`config.mk`:
```
export PLATFORM = sky130hd
export DESIGN_NAME = longest_common_substring_unit
export DESIGN_NICKNAME = d
export VERILOG_FILES = /design/src/rtl/lcsu_pkg.sv /design/src/rtl/lcsu_ctrl.sv /design/src/rtl/lcsu_dp.sv /design/src/rtl/longest_common_substring_unit.sv
export SDC_FILE = /design/constraint.sdc
export NUM_CORES = 2
export LEC_CHECK = 0
export BUFFER_PORTS_ARGS = -buffer_cell sky130_fd_sc_hd__buf_2
export CORE_ASPECT_RATIO = 1.2
export CORE_MARGIN = 2
export CORE_UTILIZATION = 57
export DETAILED_ROUTE_END_ITERATION = 12
export GPL_ROUTABILITY_DRIVEN = 0
export PLACE_DENSITY = 0.75
export SETUP_SLACK_MARGIN = 0.05
export SYNTH_ARGS = -nofsm -noshare
export SYNTH_HDL_FRONTEND = slang
export SYNTH_HIERARCHICAL = 1
export SYNTH_SLANG_ARGS = --single-unit
```
`constraint.sdc`:
```
create_clock -name clock -period 3.5 [get_ports clock]
set_input_delay 0.7 -clock clock [delete_from_list [all_inputs] [get_ports clock]]
set_output_delay 0.7 -clock clock [all_outputs]
set_load 0.005 [all_outputs]
```
`src/rtl/lcsu_pkg.sv`:
```
// Shared types and constants for the longest common substring unit.
package lcsu_pkg;

   localparam int MAX_LEN_DEFAULT = 256;

   typedef struct packed {
      logic       string_select;
      logic [7:0] char_value;
      logic       end_of_string;
   } req_type;

   typedef struct packed {
      logic [7:0] start_in_first;
      logic [7:0] start_in_second;
      logic [8:0] match_length;
   } rsp_type;

   typedef struct packed {
      logic load;
      logic scan_start;
      logic publish;
   } cmd_type;

   typedef struct packed {
      logic busy;
   } status_type;

endpackage

```
`src/rtl/lcsu_ctrl.sv`:
```
// Controller: sequences loading, the diagonal scan and result hand-off.
module lcsu_ctrl (
   input  logic                 clock,
   input  logic                 reset,
   input  logic                 req_valid,
   output logic                 req_ready,
   input  lcsu_pkg::req_type    req_data,
   output logic                 rsp_valid,
   input  logic                 rsp_ready,
   output lcsu_pkg::cmd_type    cmd,
   input  lcsu_pkg::status_type status
);
   import lcsu_pkg::*;

   typedef enum logic [1:0] {
      ST_LOAD,
      ST_START,
      ST_SCAN
   } state_type;

   state_type state_ff, state_in;
   logic      rsp_valid_ff, rsp_valid_in;
   logic      accept;

   assign req_ready = (state_ff == ST_LOAD);
   assign accept    = req_valid && req_ready;
   assign rsp_valid = rsp_valid_ff;

   always_comb begin
      cmd            = '0;
      cmd.load       = accept;
      cmd.scan_start = (state_ff == ST_START);
      cmd.publish    = (state_ff == ST_SCAN) && !status.busy &&
                       (!rsp_valid_ff || rsp_ready);
   end

   always_comb begin
      state_in     = state_ff;
      rsp_valid_in = rsp_valid_ff;
      if (rsp_ready) begin
         rsp_valid_in = 1'b0;
      end
      case (state_ff)
         ST_LOAD: begin
            // end of the second string kicks off the search
            if (accept && req_data.string_select && req_data.end_of_string) begin
               state_in = ST_START;
            end
         end
         ST_START: begin
            state_in = ST_SCAN;
         end
         ST_SCAN: begin
            if (cmd.publish) begin
               rsp_valid_in = 1'b1;
               state_in     = ST_LOAD;
            end
         end
         default: begin
            state_in = ST_LOAD;
         end
      endcase
   end

   always_ff @(posedge clock) begin
      if (reset) begin
         state_ff     <= ST_LOAD;
         rsp_valid_ff <= 1'b0;
      end else begin
         state_ff     <= state_in;
         rsp_valid_ff <= rsp_valid_in;
      end
   end

endmodule

```
`src/rtl/lcsu_dp.sv`:
```
// Datapath: string stores, diagonal walker, run tracker and best-match register.
module lcsu_dp #(
   parameter int MAX_LEN = lcsu_pkg::MAX_LEN_DEFAULT
) (
   input  logic                 clock,
   input  logic                 reset,
   input  lcsu_pkg::req_type    req_data,
   input  lcsu_pkg::cmd_type    cmd,
   output lcsu_pkg::status_type status,
   output lcsu_pkg::rsp_type    rsp_data
);
   import lcsu_pkg::*;

   localparam int AW = $clog2(MAX_LEN);
   localparam int CW = $clog2(MAX_LEN + 1);
   localparam logic [CW-1:0] MAX_CNT = CW'(MAX_LEN);
   localparam logic [CW-1:0] ONE     = CW'(1);

   logic [7:0] mem_a [MAX_LEN];
   logic [7:0] mem_b [MAX_LEN];

   // load side
   logic [CW-1:0] count_a_ff, count_a_in;
   logic [CW-1:0] count_b_ff, count_b_in;
   logic          first_done_ff, first_done_in;
   logic [CW-1:0] wr_a_idx;
   logic          wr_a_en, wr_b_en;

   // walker stage
   logic          s0_valid_ff, s0_valid_in;
   logic [CW-1:0] s0_i_ff, s0_i_in, s0_j_ff, s0_j_in;
   logic          s0_first_ff, s0_first_in;
   logic [CW-1:0] st_i_ff, st_i_in, st_j_ff, st_j_in;
   logic          diag_more;

   // compare stage
   logic [7:0]    a_rd_ff, b_rd_ff;
   logic          s1_valid_ff;
   logic [CW-1:0] s1_i_ff, s1_j_ff;
   logic          s1_first_ff, s1_last_ff;
   logic [CW-1:0] run_len_ff, run_len_in;
   logic [CW-1:0] run_i_ff, run_i_in, run_j_ff, run_j_in;
   logic [CW-1:0] prev_len;
   logic          chars_eq;

   // candidate and best
   logic          cand_valid_ff, cand_valid_in;
   logic [CW-1:0] cand_len_ff, cand_len_in;
   logic [CW-1:0] cand_i_ff, cand_i_in, cand_j_ff, cand_j_in;
   logic [CW-1:0] best_len_ff, best_i_ff, best_j_ff;
   logic          better;
   rsp_type       rsp_ff;

   // ---------------- loading ----------------
   always_comb begin
      wr_a_idx      = first_done_ff ? '0 : count_a_ff;
      wr_a_en       = 1'b0;
      wr_b_en       = 1'b0;
      count_a_in    = count_a_ff;
      count_b_in    = count_b_ff;
      first_done_in = first_done_ff;
      if (cmd.load) begin
         if (!req_data.string_select) begin
            // a byte after the first string ended opens a new first string
            count_a_in    = wr_a_idx;
            first_done_in = req_data.end_of_string;
            if (wr_a_idx < MAX_CNT) begin
               wr_a_en    = 1'b1;
               count_a_in = wr_a_idx + ONE;
            end
         end else if (count_b_ff < MAX_CNT) begin
            wr_b_en    = 1'b1;
            count_b_in = count_b_ff + ONE;
         end
      end
      if (cmd.publish) begin
         count_a_in    = '0;
         count_b_in    = '0;
         first_done_in = 1'b0;
      end
   end

   always_ff @(posedge clock) begin
      if (wr_a_en) begin
         mem_a[wr_a_idx[AW-1:0]] <= req_data.char_value;
      end
      if (wr_b_en) begin
         mem_b[count_b_ff[AW-1:0]] <= req_data.char_value;
      end
      a_rd_ff <= mem_a[s0_i_ff[AW-1:0]];
      b_rd_ff <= mem_b[s0_j_ff[AW-1:0]];
   end

   // ---------------- diagonal walker ----------------
   // Diagonals start at (0,0..n2-1), then (1..n1-1,0); each runs to an edge.
   assign diag_more = ((s0_i_ff + ONE) < count_a_ff) && ((s0_j_ff + ONE) < count_b_ff);

   always_comb begin
      s0_valid_in = s0_valid_ff;
      s0_i_in     = s0_i_ff;
      s0_j_in     = s0_j_ff;
      s0_first_in = 1'b0;
      st_i_in     = st_i_ff;
      st_j_in     = st_j_ff;
      if (cmd.scan_start) begin
         s0_valid_in = (count_a_ff != '0) && (count_b_ff != '0);
         s0_i_in     = '0;
         s0_j_in     = '0;
         s0_first_in = 1'b1;
         st_i_in     = '0;
         st_j_in     = '0;
      end else if (s0_valid_ff) begin
         if (diag_more) begin
            s0_i_in = s0_i_ff + ONE;
            s0_j_in = s0_j_ff + ONE;
         end else if ((st_i_ff == '0) && ((st_j_ff + ONE) < count_b_ff)) begin
            st_j_in     = st_j_ff + ONE;
            s0_i_in     = '0;
            s0_j_in     = st_j_ff + ONE;
            s0_first_in = 1'b1;
         end else if ((st_i_ff + ONE) < count_a_ff) begin
            st_i_in     = st_i_ff + ONE;
            st_j_in     = '0;
            s0_i_in     = st_i_ff + ONE;
            s0_j_in     = '0;
            s0_first_in = 1'b1;
         end else begin
            s0_valid_in = 1'b0;
         end
      end
   end

   // ---------------- run tracking ----------------
   assign prev_len = s1_first_ff ? '0 : run_len_ff;
   assign chars_eq = (a_rd_ff == b_rd_ff);

   always_comb begin
      run_len_in    = run_len_ff;
      run_i_in      = run_i_ff;
      run_j_in      = run_j_ff;
      cand_valid_in = 1'b0;
      cand_len_in   = prev_len;
      cand_i_in     = run_i_ff;
      cand_j_in     = run_j_ff;
      if (s1_valid_ff) begin
         if (chars_eq) begin
            run_len_in = prev_len + ONE;
            if (prev_len == '0) begin
               run_i_in = s1_i_ff;
               run_j_in = s1_j_ff;
            end
            // run reaches the edge of the diagonal: close it here
            if (s1_last_ff) begin
               cand_valid_in = 1'b1;
               cand_len_in   = prev_len + ONE;
               cand_i_in     = run_i_in;
               cand_j_in     = run_j_in;
            end
         end else begin
            run_len_in    = '0;
            cand_valid_in = (prev_len != '0);
         end
      end
   end

   // ---------------- best match ----------------
   assign better = (cand_len_ff > best_len_ff) ||
                   ((cand_len_ff == best_len_ff) &&
                    ((cand_i_ff < best_i_ff) ||
                     ((cand_i_ff == best_i_ff) && (cand_j_ff < best_j_ff))));

   always_ff @(posedge clock) begin
      s1_i_ff     <= s0_i_ff;
      s1_j_ff     <= s0_j_ff;
      s1_first_ff <= s0_first_ff;
      s1_last_ff  <= !diag_more;
      run_len_ff  <= run_len_in;
      run_i_ff    <= run_i_in;
      run_j_ff    <= run_j_in;
      cand_len_ff <= cand_len_in;
      cand_i_ff   <= cand_i_in;
      cand_j_ff   <= cand_j_in;
      s0_i_ff     <= s0_i_in;
      s0_j_ff     <= s0_j_in;
      s0_first_ff <= s0_first_in;
      st_i_ff     <= st_i_in;
      st_j_ff     <= st_j_in;
      if (cmd.scan_start) begin
         best_len_ff <= '0;
         best_i_ff   <= '0;
         best_j_ff   <= '0;
      end else if (cand_valid_ff && better) begin
         best_len_ff <= cand_len_ff;
         best_i_ff   <= cand_i_ff;
         best_j_ff   <= cand_j_ff;
      end
      if (cmd.publish) begin
         rsp_ff.start_in_first  <= 8'(best_i_ff);
         rsp_ff.start_in_second <= 8'(best_j_ff);
         rsp_ff.match_length    <= 9'(best_len_ff);
      end
   end

   always_ff @(posedge clock) begin
      if (reset) begin
         count_a_ff    <= '0;
         count_b_ff    <= '0;
         first_done_ff <= 1'b0;
         s0_valid_ff   <= 1'b0;
         s1_valid_ff   <= 1'b0;
         cand_valid_ff <= 1'b0;
      end else begin
         count_a_ff    <= count_a_in;
         count_b_ff    <= count_b_in;
         first_done_ff <= first_done_in;
         s0_valid_ff   <= s0_valid_in;
         s1_valid_ff   <= s0_valid_ff;
         cand_valid_ff <= cand_valid_in;
      end
   end

   assign status.busy = s0_valid_ff || s1_valid_ff || cand_valid_ff;
   assign rsp_data    = rsp_ff;

endmodule

```
`src/rtl/longest_common_substring_unit.sv`:
```
// Loading: one character item per cycle while req_ready is high.
// Search: the item ending the second string starts the search, which walks the diagonals
// of the two strings; the diagonal walk visits one cell per cycle.
// req_ready is low from that item until the result enters the output register.
// The output register frees the input side while the result waits on rsp_ready.
// Synchronous reset empties both strings and drops any pending result.
module longest_common_substring_unit #(
   parameter int MAX_LEN = lcsu_pkg::MAX_LEN_DEFAULT
) (
   input  logic              clock,
   input  logic              reset,
   input  logic              req_valid,
   output logic              req_ready,
   input  lcsu_pkg::req_type req_data,
   output logic              rsp_valid,
   input  logic              rsp_ready,
   output lcsu_pkg::rsp_type rsp_data
);
   import lcsu_pkg::*;

   cmd_type    cmd;
   status_type status;

   lcsu_ctrl u_ctrl (
      .clock     (clock),
      .reset     (reset),
      .req_valid (req_valid),
      .req_ready (req_ready),
      .req_data  (req_data),
      .rsp_valid (rsp_valid),
      .rsp_ready (rsp_ready),
      .cmd       (cmd),
      .status    (status)
   );

   lcsu_dp #(
      .MAX_LEN (MAX_LEN)
   ) u_dp (
      .clock    (clock),
      .reset    (reset),
      .req_data (req_data),
      .cmd      (cmd),
      .status   (status),
      .rsp_data (rsp_data)
   );

endmodule

```
==> reports/metrics.cfg <==
[finish]
register_area_um2 = 128000
fin_area_um2 = 191000
multi_input_area_um2 = 37600
drive_gt1_frac = 0.292
fillers = 18200
final_cell_count_no_fill = 13100
fin_nets = 8971
synthToLayoutAreaGrowth_pct = 14.0

[synthesis]
avgSynthCellArea_um2 = 20.9
synth.distinct_cells = 77
synthCells = 8025
synth_nets = 8112
yosysSeqAreaShare = 0.761
synth_warnings = 6
synth_area_um2 = 168000
synth_edf_count = 4148
synthFlopType = edfxtp_1
yosys_register_bits = 4300
synthArstFlopShare = 0

[clocking]
cts.sinks = 4300
cts-htree-levels = 5
insertion_delay_ps = 910
cts_hold_buf = 0
clk_path_buf_depth = 4
numCtsBuffers = 408
clockRootBuffer = clkbuf_16
clk_pin_slew_ps = 70
tritoncts = built

[routing]
vias = 84700
drt_iter0_markers = 10800
vias_per_cell = 6.48
routed_wirelength_um = 404000
wl_per_cell_um = 30.9
drc = 0
dr.pass1.iters = 6
antenna_left = 0

[worst_setup_path]
critical_path_class = flop to flop
rrSetupSlack_ps = 50
slowest_stage = o31ai_2
max_stage_delay_ps = 640
regToRegStartpoint = u_dp/s0_j_ff[0]$_SDFFE_PP0P_
r2r_cells = 9
crit_buf_inv = 3
cp_num_cells = 9
r2r_end = u_dp/b_rd_ff[7]$_DFF_P_
critPathRequiredTime_ps = 4260
path_delay_family = multiplexers
cp-endpoint = u_dp/b_rd_ff[7]$_DFF_P_
startpoint = u_dp/s0_j_ff[0]$_SDFFE_PP0P_
timing.critical_path.arrival_ps = 4220
cp-start-kind = flop
crit_chain = buf_12 -> buf_12 -> mux4_2 -> mux4_2 -> mux2i_1 -> buf_4 -> a21oi_1 -> o31ai_2 -> a31oi_1
cp_max_fo = 53
end_kind = flop

[placed_design]
dp_hpwl_um = 247000
dpl_cell_area_um2 = 178000
dpl.cell_count = 12300
io_buffer_count = 40

[sta]
rsz0062_at_grt = true
hold_violations = 0
holdWs_ps = 57.8
fmax_mhz = 289
max-slew-margin-rel = 0.248
setup_violations = 0
slew_viol_final = 0
fin_worst_skew_ps = 65.1
post-route-period-util = 0.987
tightest_slew_ps = 1130
period_needed_ps = 3450

[min_path]
hold_class = primary input to flop

[floorplanning]
row_count = 218
initial_utilization = 0.572
die_h_um = 598
fp.coreArea_um2 = 293000
num_io_pins = 41
die-width_um = 499
die-area_um2 = 299000

[global_route]
grt_pass1_wl_um = 591000
grt_remaining_overflow = 0
grt_pass1_vias = 87100
grt_max_degree = 141
grt_util_all_layers = 0.271
antenna_found_initial = 7

[power_and_ir_drop]
p_leak_nw = 59.2
peakVddDrop_mv = 0.457
powerDensity_nw_per_um2 = 528

[flow_run]
maxCapViolCount = 0

[run_status]
status = complete, no violations

==> worst reg2reg max path, stage by stage, from the launching register on <==
cell and delay (ps):
dfxtp_4 410, buf_12 170, buf_12 350, mux4_2 700
mux4_2 510, mux2i_1 180, buf_4 160, a21oi_1 110
o31ai_2 640, a31oi_1 70
==> cells by family after synthesis <==
logic type | after synthesis | synth area share
flops | 4300 | 0.761
mux | 1373 | 0.162
simple gates | 1101 | 0.0288
compound gates | 578 | 0.0235
buf+inv | 540 | 0.0160
fa+ha+maj | 73 | 0.00545
xor+xnor | 60 | 0.00313
==> layout by cell type, fill, tap and decap left out, types with 12 or more instances in the layout <==
cell type and n:
bufinv_16 34, dfxtp_1 140, a21oi_1 128, clkinv_1 73, nand2b_1 32, buf_12 79, nor2b_1 21, a22o_1 18
edfxtp_1 4148, a221oi_1 20, ha_1 71, xnor2_1 32, nor3_1 45, clkbuf_1 100, nand3_1 74, nand3_2 19
clkinvlp_4 13, xor2_1 26, inv_1 65, mux4_2 1066, clkinv_2 77, and3_1 21, o21ai_0 51, clkbuf_16 411
nor2_1 598, a211oi_1 42, buf_2 32, a22oi_1 94, nand4_1 27, o22ai_1 74, or3_1 12, mux2i_1 251
buf_4 802, nand2_1 187, o221ai_1 38, mux2_2 56
==> final cells by class <==
type / instances / share of cell area
inverters: 66 / 0.00130
well taps: 3850 / 0.0252
diodes: 5 / 0.0000654
flip-flops and latches: 4300 / 0.668
repair buffers: 923 / 0.0415
multi-input cells: 3185 / 0.197
clock inverters: 220 / 0.0109
clock buffers: 522 / 0.0566
==> Yosys cell counts, types with 9 or more instances <==
cell,count,area share
a221oi_1,21,0.0011
mux4_2,1066,0.14
nor3_1,48,0.0014
o211ai_1,9,0.00040
o22ai_1,75,0.0028
nand4_1,27,0.0010
or3_1,13,0.00049
nand2b_1,32,0.0012
nor2b_1,26,0.00097
and2_1,9,0.00034
clkbuf_1,245,0.0055
nand3_1,93,0.0028
a31oi_1,11,0.00041
and3_1,21,0.00078
nand2_1,187,0.0042
buf_2,93,0.0028
o221ai_1,38,0.0020
xor2_1,26,0.0014
buf_6,29,0.0019
a22o_1,18,0.00094
dfxtp_1,152,0.018
mux2_2,56,0.0038
a211oi_1,42,0.0019
xnor2_1,34,0.0018
mux2i_1,251,0.015
o21ai_0,51,0.0015
ha_1,73,0.0054
buf_4,77,0.0034
edfxtp_1,4148,0.74
o31ai_1,15,0.00067
a21oi_1,130,0.0039
buf_1,27,0.00060
inv_1,65,0.0015
a21o_1,11,0.00049
a22oi_1,94,0.0042
nor2_1,601,0.013
==> power breakdown <==
group	switching (W)	internal (W)	leakage [nW]	total [W]
Clock	0.0185	0.0244	6.30	0.0429
Combinational	0.00127	0.000438	14.4	0.00171
Sequential	0.0000484	0.0564	38.5	0.0564
Total	0.0198	0.0812	59.2	0.101
==> through the flow <==
step	total power, W	setup TNS (ps)	worst slack, ps	util
after floorplan	0.0580	0	58.9	-
final	0.101	0	45.2	0.652
after global routing	0.103	-0.322	-0.322	0.652
after global placement	0.0591	-237	-150	0.608
after CTS	0.101	0	57.3	0.652
after detailed placement	0.0592	-234	-121	0.608
==> how the worst min path moves through the flow <==
stage | slack [ps] | depth (start not counted) | from | end
floorplan | 310 | 0 | u_dp/s0_first_ff$_SDFF_PP1_ | u_dp/s1_first_ff$_DFF_P_
global placement | 320 | 0 | u_dp/s0_first_ff$_SDFF_PP1_ | u_dp/s1_first_ff$_DFF_P_
detailed placement | 320 | 0 | u_dp/s0_first_ff$_SDFF_PP1_ | u_dp/s1_first_ff$_DFF_P_
CTS | 20 | 2 | reset | u_ctrl/rsp_valid$_SDFF_PP0_
global route | 50 | 2 | reset | u_ctrl/rsp_valid$_SDFF_PP0_
finish | 60 | 2 | reset | u_ctrl/rsp_valid$_SDFF_PP0_
==> layer usage <==
layer	up-vias	share of wire	wire (um)	GRT usage
li1	34900	-	-	-
met3	904	0.088	35500	0.0394
met1	44200	0.35	143000	0.353
met2	4715	0.51	204000	0.455
met4	6	0.052	20900	0.127
met5	-	0.000099	40	0
==> repair_timing <==
action / in CTS / in global routing
setup endpoints to repair: 2 / 36
pin swaps: 0 / 1
gates resized for setup: 2 / 22
buffers inserted: 0 / 1
Power figures use the tool's default switching activity.
